<file path="config.mk">
export PLATFORM = sky130hd
export DESIGN_NAME = link_settings_commit_rollback
export DESIGN_NICKNAME = d
export VERILOG_FILES = /design/src/sv/lscr_pkg.sv /design/src/sv/lscr_cfg.sv /design/src/sv/lscr_step.sv /design/src/sv/link_settings_commit_rollback.sv
export SDC_FILE = /design/constraint.sdc
export NUM_CORES = 1
export LEC_CHECK = 0
export BUFFER_PORTS_ARGS = -buffer_cell sky130_fd_sc_hd__buf_2
export CORE_MARGIN = 2
export CORE_UTILIZATION = 35
export CTS_CLUSTER_SIZE = 25
export DETAILED_ROUTE_END_ITERATION = 12
export HOLD_SLACK_MARGIN = 0.03
export SYNTH_ARGS = -nofsm -noshare
export SYNTH_HDL_FRONTEND = slang
export SYNTH_SLANG_ARGS = --single-unit
</file>
<file path="constraint.sdc">
create_clock -name aclk -period 4.9 [get_ports aclk]
set_input_delay 1.47 -clock aclk [delete_from_list [all_inputs] [get_ports aclk]]
set_output_delay 1.47 -clock aclk [all_outputs]
set_load 0.05 [all_outputs]
</file>
<file path="src/sv/lscr_pkg.sv">
`timescale 1ns / 1ps

package lscr_pkg;

    // request codes
    localparam logic [2:0] REQ_STAGE    = 3'd0;
    localparam logic [2:0] REQ_APPLY    = 3'd1;
    localparam logic [2:0] REQ_FRAME    = 3'd2;
    localparam logic [2:0] REQ_CHECK    = 3'd3;
    localparam logic [2:0] REQ_ROLLBACK = 3'd4;

    // setting addresses
    localparam logic [15:0] ADDR_SLAVE  = 16'd0;
    localparam logic [15:0] ADDR_BAUD   = 16'd1;
    localparam logic [15:0] ADDR_PARITY = 16'd2;
    localparam logic [15:0] ADDR_STOP   = 16'd3;

    // configuration register indexes
    localparam int unsigned CFG_IDX_W = 8;
    localparam logic [CFG_IDX_W-1:0] CFG_MIN_SLAVE   = 8'd0;
    localparam logic [CFG_IDX_W-1:0] CFG_MAX_SLAVE   = 8'd1;
    localparam logic [CFG_IDX_W-1:0] CFG_BAUD_SIZE   = 8'd2;
    localparam logic [CFG_IDX_W-1:0] CFG_RB_WINDOW   = 8'd3;

    localparam logic [7:0]  RST_MIN_SLAVE = 8'd1;
    localparam logic [7:0]  RST_MAX_SLAVE = 8'd247;
    localparam logic [4:0]  RST_BAUD_SIZE = 5'd8;
    localparam logic [31:0] RST_RB_WINDOW = 32'd60000;

    localparam logic [1:0] PARITY_MAX = 2'd2;
    localparam logic [1:0] STOP_ONE   = 2'd1;
    localparam logic [1:0] STOP_TWO   = 2'd2;

    typedef struct packed {
        logic [7:0] slave;
        logic [3:0] baud;
        logic [1:0] parity;
        logic [1:0] stop;
    } word_t;

    localparam word_t RESET_WORD = '{slave: 8'd1, baud: 4'd0, parity: 2'd0, stop: 2'd1};

    typedef struct packed {
        logic [7:0]  min_slave_id;
        logic [7:0]  max_slave_id;
        logic [4:0]  baud_table_size;
        logic [31:0] rollback_window;
    } cfg_t;

    typedef struct packed {
        logic [2:0]  req_type;
        logic [15:0] reg_address;
        logic [15:0] write_value;
        logic        from_display;
        logic [31:0] now_ms;
        logic [7:0]  served_slave_id;
    } item_t;

    typedef struct packed {
        word_t       live;
        word_t       staged;
        word_t       prev;
        logic [15:0] revision;
        logic        armed;
        logic [31:0] applied_time;
    } state_t;

    typedef struct packed {
        logic        accepted;
        logic        rollback_due;
        word_t       live;
        word_t       staged;
        logic [15:0] revision;
        logic        pending;
    } result_t;

endpackage

</file>
<file path="src/sv/lscr_cfg.sv">
`timescale 1ns / 1ps

module lscr_cfg (
    input  logic                               aclk,
    input  logic                               aresetn,
    input  logic                               cfg_valid,
    input  logic [lscr_pkg::CFG_IDX_W-1:0]     cfg_index,
    input  logic [31:0]                        cfg_data,
    output logic                               cfg_ready,
    output lscr_pkg::cfg_t                     cfg
);
    import lscr_pkg::*;

    cfg_t cfg_reg;

    assign cfg_ready = 1'b1;
    assign cfg       = cfg_reg;

    always_ff @(posedge aclk) begin
        if (!aresetn) begin
            cfg_reg.min_slave_id    <= RST_MIN_SLAVE;
            cfg_reg.max_slave_id    <= RST_MAX_SLAVE;
            cfg_reg.baud_table_size <= RST_BAUD_SIZE;
            cfg_reg.rollback_window <= RST_RB_WINDOW;
        end else if (cfg_valid) begin
            unique case (cfg_index)
                CFG_MIN_SLAVE: cfg_reg.min_slave_id    <= cfg_data[7:0];
                CFG_MAX_SLAVE: cfg_reg.max_slave_id    <= cfg_data[7:0];
                CFG_BAUD_SIZE: cfg_reg.baud_table_size <= cfg_data[4:0];
                CFG_RB_WINDOW: cfg_reg.rollback_window <= cfg_data;
                default: ;
            endcase
        end
    end

endmodule

</file>
<file path="src/sv/lscr_step.sv">
`timescale 1ns / 1ps

module lscr_step (
    input  lscr_pkg::cfg_t    cfg,
    input  lscr_pkg::state_t  st,
    input  lscr_pkg::item_t   item,
    output lscr_pkg::state_t  st_next,
    output lscr_pkg::result_t res
);
    import lscr_pkg::*;

    function automatic logic word_ok(input word_t w, input cfg_t c);
        word_ok = (w.slave >= c.min_slave_id) && (w.slave <= c.max_slave_id) &&
                  ({1'b0, w.baud} < c.baud_table_size) && (w.parity <= PARITY_MAX) &&
                  ((w.stop == STOP_ONE) || (w.stop == STOP_TWO));
    endfunction

    logic [31:0] elapsed;
    logic        due;
    word_t       cand;
    word_t       stage_word;
    logic        field_ok;
    logic        stage_ok;
    logic        rb_ok;
    logic        acc;
    state_t      nxt;

    assign elapsed = item.now_ms - st.applied_time;
    assign due     = st.armed && (elapsed >= cfg.rollback_window);
    assign rb_ok   = st.armed && (st.prev != st.live);

    // candidate starts from live for display writes, staged for bus writes
    always_comb begin
        cand       = item.from_display ? st.live : st.staged;
        stage_word = cand;
        field_ok   = 1'b0;
        if (item.reg_address == ADDR_SLAVE) begin
            field_ok = (item.write_value >= {8'd0, cfg.min_slave_id}) &&
                       (item.write_value <= {8'd0, cfg.max_slave_id});
            stage_word.slave = item.write_value[7:0];
        end else if (item.reg_address == ADDR_BAUD) begin
            field_ok = (item.write_value < {11'd0, cfg.baud_table_size}) &&
                       (item.write_value <= 16'd15);
            stage_word.baud = item.write_value[3:0];
        end else if (item.reg_address == ADDR_PARITY) begin
            field_ok = (item.write_value <= {14'd0, PARITY_MAX});
            stage_word.parity = item.write_value[1:0];
        end else if (item.reg_address == ADDR_STOP) begin
            field_ok = (item.write_value == {14'd0, STOP_ONE}) ||
                       (item.write_value == {14'd0, STOP_TWO});
            stage_word.stop = item.write_value[1:0];
        end
        stage_ok = field_ok && word_ok(stage_word, cfg);
    end

    always_comb begin
        nxt = st;
        acc = 1'b0;
        unique case (item.req_type)
            REQ_STAGE: begin
                if (stage_ok) begin
                    nxt.staged = stage_word;
                    acc        = 1'b1;
                end
            end
            REQ_APPLY: begin
                if (!word_ok(st.staged, cfg) || (st.staged == st.live)) begin
                    nxt.staged = st.live;
                end else begin
                    nxt.prev         = st.live;
                    nxt.live         = st.staged;
                    nxt.revision     = st.revision + 16'd1;
                    nxt.armed        = !item.from_display;
                    nxt.applied_time = item.now_ms;
                    acc              = 1'b1;
                end
            end
            REQ_FRAME: begin
                if (item.served_slave_id == st.live.slave) begin
                    nxt.armed = 1'b0;
                end
            end
            REQ_CHECK, REQ_ROLLBACK: begin
                // a check only acts once the window ran out
                if (item.req_type == REQ_ROLLBACK || due) begin
                    nxt.armed = 1'b0;
                    if (rb_ok) begin
                        nxt.live     = st.prev;
                        nxt.staged   = st.prev;
                        nxt.revision = st.revision + 16'd1;
                        acc          = 1'b1;
                    end
                end
            end
            default: ;
        endcase
    end

    assign st_next          = nxt;
    assign res.accepted     = acc;
    assign res.rollback_due = due;
    assign res.live         = nxt.live;
    assign res.staged       = nxt.staged;
    assign res.revision     = nxt.revision;
    assign res.pending      = nxt.armed;

endmodule

</file>
<file path="src/sv/link_settings_commit_rollback.sv">
`timescale 1ns / 1ps

// Serial-link settings manager. Takes one request word per clock unless the
// result is stalled: requests are registered on entry, evaluated against the
// settings state in a single combinational pass, and the resulting word is
// held in an output register; the sustained rate is one word per cycle while
// m_ready stays high. A stalled result holds the state update of the
// following word until it is taken.
// Configuration writes are taken every cycle (cfg_ready is always high) and
// must only be issued while no request is in flight; indexes 0..3 select
// min slave ID, max slave ID, baud table size and rollback window, other
// indexes are ignored.
module link_settings_commit_rollback (
    input  logic        aclk,
    input  logic        aresetn,

    input  logic        cfg_valid,
    output logic        cfg_ready,
    input  logic [7:0]  cfg_index,
    input  logic [31:0] cfg_data,

    input  logic        s_valid,
    output logic        s_ready,
    input  logic [2:0]  s_req_type,
    input  logic [15:0] s_reg_address,
    input  logic [15:0] s_write_value,
    input  logic        s_from_display,
    input  logic [31:0] s_now_ms,
    input  logic [7:0]  s_served_slave_id,

    output logic        m_valid,
    input  logic        m_ready,
    output logic        m_accepted,
    output logic        m_rollback_due,
    output logic [7:0]  m_live_slave,
    output logic [3:0]  m_live_baud,
    output logic [1:0]  m_live_parity,
    output logic [1:0]  m_live_stop,
    output logic [7:0]  m_staged_slave,
    output logic [3:0]  m_staged_baud,
    output logic [1:0]  m_staged_parity,
    output logic [1:0]  m_staged_stop,
    output logic [15:0] m_revision,
    output logic        m_confirm_pending
);
    import lscr_pkg::*;

    cfg_t    cfg;
    item_t   item_reg;
    logic    in_valid_reg;
    state_t  state_reg;
    state_t  state_next;
    result_t res_next;
    result_t res_reg;
    logic    out_valid_reg;
    logic    fire;

    lscr_cfg u_cfg (
        .aclk      (aclk),
        .aresetn   (aresetn),
        .cfg_valid (cfg_valid),
        .cfg_index (cfg_index),
        .cfg_data  (cfg_data),
        .cfg_ready (cfg_ready),
        .cfg       (cfg)
    );

    lscr_step u_step (
        .cfg     (cfg),
        .st      (state_reg),
        .item    (item_reg),
        .st_next (state_next),
        .res     (res_next)
    );

    assign fire    = in_valid_reg && (!out_valid_reg || m_ready);
    assign s_ready = !in_valid_reg || fire;

    always_ff @(posedge aclk) begin
        if (!aresetn) begin
            in_valid_reg <= 1'b0;
        end else if (s_ready) begin
            in_valid_reg <= s_valid;
        end
    end

    always_ff @(posedge aclk) begin
        if (s_valid && s_ready) begin
            item_reg.req_type        <= s_req_type;
            item_reg.reg_address     <= s_reg_address;
            item_reg.write_value     <= s_write_value;
            item_reg.from_display    <= s_from_display;
            item_reg.now_ms          <= s_now_ms;
            item_reg.served_slave_id <= s_served_slave_id;
        end
    end

    always_ff @(posedge aclk) begin
        if (!aresetn) begin
            state_reg.live         <= RESET_WORD;
            state_reg.staged       <= RESET_WORD;
            state_reg.prev         <= RESET_WORD;
            state_reg.revision     <= 16'd0;
            state_reg.armed        <= 1'b0;
            state_reg.applied_time <= 32'd0;
            out_valid_reg          <= 1'b0;
        end else if (fire) begin
            state_reg     <= state_next;
            out_valid_reg <= 1'b1;
        end else if (m_ready) begin
            out_valid_reg <= 1'b0;
        end
    end

    always_ff @(posedge aclk) begin
        if (fire) begin
            res_reg <= res_next;
        end
    end

    assign m_valid           = out_valid_reg;
    assign m_accepted        = res_reg.accepted;
    assign m_rollback_due    = res_reg.rollback_due;
    assign m_live_slave      = res_reg.live.slave;
    assign m_live_baud       = res_reg.live.baud;
    assign m_live_parity     = res_reg.live.parity;
    assign m_live_stop       = res_reg.live.stop;
    assign m_staged_slave    = res_reg.staged.slave;
    assign m_staged_baud     = res_reg.staged.baud;
    assign m_staged_parity   = res_reg.staged.parity;
    assign m_staged_stop     = res_reg.staged.stop;
    assign m_revision        = res_reg.revision;
    assign m_confirm_pending = res_reg.pending;

endmodule

</file>
### After elaboration in Yosys (flattened, before gate mapping)

Cells that the tools add are included.
Widths: inputs -> output; s select.

* eq/ne operators: 19
* $add $sub $neg: 2
* bitwise logic cells: 1
* reduce and logical (&&, ||, !) cells: 36
* magnitude comparators: 14
* multiplexer cells: 31

Operator list (number)
* $mux 16: 4
* $mux 32: 2
* $pmux 16 s2: 2
* $mux 49: 1
* $eq 16x2->1 const B: 3
* $pmux 16 s3: 1
* $eq 16x1->1 const B: 2
* $ge 32x32->1: 1
* $sub 32x32->32: 1
* $mux 17: 1
* $add 16x1->16 const B: 1
* $eq 16x16->1: 1
* $eq 8x2->1 const B: 2
* $ge 16x8->1: 1
* $ge 8x8->1: 2
* $le 16x2->1 const B: 1
* $le 16x4->1 const B: 1
* $le 16x8->1: 1
* $le 8x8->1: 2
* $logic_not 16->1: 1
* $lt 16x5->1: 1
* $mux 8: 2
* $ne 16x16->1: 1
* $logic_and 1x1->1: 15
* 22 further kinds: 53

* logic and storage cells: 142
* bits in registers: 279

### Longest topological paths before layout

* word-level depth: 12
* gate-level depth with buffers: 23
* depth with buffers taken out: 21

### Modules after synthesis

Synthesis repeated with hierarchy kept, for this count alone.

* cell total of the unflattened synthesis: 1791
* area, all modules: 17143.9 um2

By module, submodules not included
* link_settings_commit_rollback: area each 7792.5 um2, times used 1, cells each 558
* lscr_step: area each 7151.9 um2, times used 1, cells each 1011
* lscr_cfg: area each 2199.6 um2, times used 1, cells each 222

### Least setup slack after synthesis

Ideal clock, no wire load.

* kind: reg-to-reg
* start point: register item_reg[8] (netlist bit)
* end point: register res_reg (netlist bit m_staged_slave[0]) (data pin)
* setup time: 0.258 ns
* slack: 0.002 ns
* data arrival time: 4.640 ns
* data required time: 4.642 ns
* cell stages (with the launch flop): 23
* clock period less this slack: 4.898 ns
* cells stage by stage: edfxtp_1 -> inv_1 -> ha_1 -> inv_1 -> fa_1 -> a21o_1 -> a311oi_1 -> o21ai_0 -> a21oi_1 -> o211ai_1 -> a31o_2 -> a21oi_1 -> xnor2_1 -> ha_1 -> nand4_1 -> nor4_2 -> a21oi_1 -> and3_1 -> a31oi_1 -> buf_2 -> a2bb2oi_1 -> nand2_1 -> o221a_2

RTL lines
* from (decl): RTL line link_settings_commit_rollback.sv:49 `item_t item_reg;`
* to (signal assigned): RTL line link_settings_commit_rollback.sv:117 `res_reg <= res_next;`
* to (decl): RTL line link_settings_commit_rollback.sv:54 `result_t res_reg;`

==> flow_metrics.py <==
metrics = {
    "grt": {
        "antenna_found_initial": 0,
        "grt_first_pass_wirelength_um": 73600,
        "grt_pass1_vias": 13400,
        "grtUsageTotal_pct": 19.5,
        "grt.overflow.total": 0,
        "grt_max_degree": 64,
    },
    "setup_path": {
        "crit_buf_inv": 6,
        "worstPathMaxFanout": 7,
        "cp.required_ns": 5.19,
        "cp.arrival_ns": 5.34,
        "r2r_start": "item_reg[8]",
        "setup.worst_path.start": "item_reg[8]",
        "cp_slowest_cell": "o31a_4",
        "setup.worst_path.start_class": "register",
        "crit_top_cell": "buf_4",
        "cp_top_family": "compound AO/OA/AOI/OAI gates",
        "path_class": "register to register",
        "cp_slowest_stage_delay_ns": 0.39,
        "crit_path_end_kind": "register",
    },
    "pwr": {
        "switchingPower_mw": 1.67,
        "p_int_mw": 4.50,
        "combPwrFrac_pct": 14.7,
        "p_total_mw": 6.17,
        "cellPowerDensity_mw_per_mm2": 306,
        "seq_power_share_pct": 42.1,
        "clkPwrFrac_pct": 43.2,
        "p_sw_share_pct": 27.0,
        "p_leak_nw": 7.73,
        "peakVddDrop_mv": 0.219,
    },
    "timing": {
        "whs_ns": 0.452,
        "fin_crit_sh_pct": 103,
        "timing.final.ws_setup_ns": -0.145,
        "fin_crit_ns": 5.05,
        "hold_viol": 0,
        "slew_headroom_pct": 14.2,
        "final_max_slew_viol_count": 0,
        "fmax_ghz": 0.198,
        "tns_ns": -2.64,
        "max_slew.worst_pin.slew_ns": 1.29,
        "finClkSkew_ns": 0.0284,
        "setup_viol": 54,
        "rsz0062_at_grt": "yes",
    },
    "place": {
        "dp.cells": 2516,
        "gp_congestion": 0.909,
        "hpwl_um": 34400,
        "port_buffers": 173,
    },
    "logic_synthesis": {
        "synth_top_family_by_area": "simple AND/OR/NAND/NOR gates",
        "synthCells": 1775,
        "synth-simple-area-share_pct": 17.4,
        "ys_seq_elements": 279,
        "synth_edf_count": 127,
        "syn_area_per_cell_um2": 9.14,
        "synth_top_cells_by_count": "288 x nand2_1, 171 x a21oi_1, 152 x dfxtp_1",
        "syn-num-nets": 2019,
        "async_flop_share_pct": 0,
        "ys.flop_type": "dfxtp_1",
        "synth_xor_area_share_pct": 4.54,
        "synth_fa_ha_area_share_pct": 9.53,
        "yosysMostFrequentCell": "nand2_1",
        "synth_cell_types": 84,
        "syn_area_mm2": 0.0162,
        "synth_area_leaders": "edfxtp_1 24%, dfxtp_1 19%, ha_1 9.4%",
        "synth_mux_area_share_pct": 4.06,
        "synth_top_area_cell": "edfxtp_1",
        "synth_top_cell_area_share_pct": 23.5,
        "yosys_warnings": 0,
        "ys_seq_area_share_pct": 42.3,
        "synth_compound_gate_area_share_pct": 16.8,
    },
    "final_layout": {
        "drive_gt1_share_pct": 22.5,
        "largest_reg_flops": 97,
        "fin_util_pct": 44.2,
        "final_nets": 2213,
        "area_delta_synth_final_pct": 24.1,
        "antenna_cells": 0,
        "multiInputGateArea_mm2": 0.00922,
        "n_fill_cell": 4394,
        "regArea_mm2": 0.00686,
        "final_cell_count_no_fill": 2595,
    },
    "drt": {
        "first_iter_violations": 1059,
        "drc": 0,
        "post_drt_wl_per_cell_um": 18.3,
        "route.vias.total": 13700,
        "vias_per_cell": 5.27,
        "ant_nets": 0,
        "drt_wl_total_um": 47500,
        "firstDrtPassIters": 5,
    },
    "floorplan": {
        "die_area_mm2": 0.0481,
        "pin_count": 175,
        "core-area_mm2": 0.0456,
        "start_util_pct": 35.6,
        "die_w_um": 219,
        "rows": 78,
        "die_h_um": 219,
    },
    "worst_hold_path": {
        "hold_start": "state_reg[23]",
        "min_path_type": "register to register",
    },
    "clocking": {
        "hold_buffers": 0,
        "cts.sinks": 279,
        "root_buffer": "clkbuf_16",
        "insertion_delay_ns": 0.57,
        "clk_pin_slew_worst_paths_ns": 0.05,
        "cts_made_buffers": 34,
        "htree_levels": 2,
        "cts_tree": "done",
        "cts_buffer_depth": 3,
    },
    "run_status": {
        "violations": "setup timing",
        "status": "finished, violations left",
    },
    "job": {
        "drv_cap": 0,
    },
}
==> worst reg2reg max path, delay by kind of cell, from the launching register on <==
kind	cells	cell delay [ns]
fa+ha+maj	3	0.81
compound gates	10	1.87
flops	1	0.37
buf+inv	6	0.77
simple gates	6	0.96
==> per-stage QoR <==
stage	worst slack (ns)	cell area, um^2
finish	-0.145	20100
CTS	-0.0811	19500
global placement	-0.356	18000
global route	-0.445	20100
floorplan	0.00227	16200
detailed placement	-0.480	18000
==> routing by layer <==
layer	GRT usage, %	routed length (um)	vias to the layer above
li1	-	-	6741
met1	24.9	20500	6457
met2	32.7	22500	383
met3	2.91	2460	103
met4	8.60	1980	0
met5	0	0	-
==> power by group through the flow <==
stage | combinational (mW) | clock, mW | sequential [mW]
floorplan | 0.528 | 0 | 2.67
global placement | 0.816 | 0 | 2.65
detailed placement | 0.833 | 0 | 2.65
CTS | 0.860 | 2.73 | 2.60
global route | 0.988 | 2.81 | 2.61
finish | 0.905 | 2.66 | 2.60
==> kinds of logic (layout without fill, tap and decap cells) <==
family | Yosys count | in the layout
simple gates | 599 | 599
mux | 65 | 65
xor+xnor | 84 | 84
fa+ha+maj | 123 | 123
compound gates | 411 | 411
other cells | 1 | 1
flops | 279 | 279
buf+inv | 213 | 433
==> worst paths after layout <==
path / endpoint / slack (ns) / cells past startpoint
worst min-delay path: state_reg[23] / 0.45 / 2
worst max-delay path: m_staged_slave[5] / -0.15 / 25
worst min register to register: state_reg[23] / 0.45 / 2
worst max register to register: m_staged_slave[5] / -0.15 / 25
==> cell type report <==
type                       instances  area share (%)
multi-input combinational       1283            45.8
clock inverter                    22            1.17
inverter                         101            1.90
sequential                       279            34.1
tap                              600            3.73
clock buffer                      40            4.75
timing repair buffer             270            8.61
==> cell usage in the layout (no fill, tap or decap), types with 12 or more instances in the layout <==
master	n
a21o_1	20
a21oi_1	164
and3_1	12
buf_2	173
buf_4	77
buf_6	13
clkbuf_16	36
dfxtp_1	152
edfxtp_1	127
ha_1	121
inv_1	98
mux2i_1	58
nand2_1	286
nand2b_1	23
nand3_1	24
nand4_1	32
nor2_1	91
nor3_1	21
nor3_2	15
nor4_1	23
o211ai_1	15
o21a_1	13
o21ai_0	53
xnor2_1	72
==> timing repair <==
item | in CTS | in global routing
setup endpoints to repair | 99 | 99
pin swaps | 37 | 30
buffers inserted | 6 | 9
gates cloned | 2 | 2
resized for setup | 47 | 93
hold endpoints to repair | 0 | 0
Note: power is estimated with default switching activity, not from simulation.
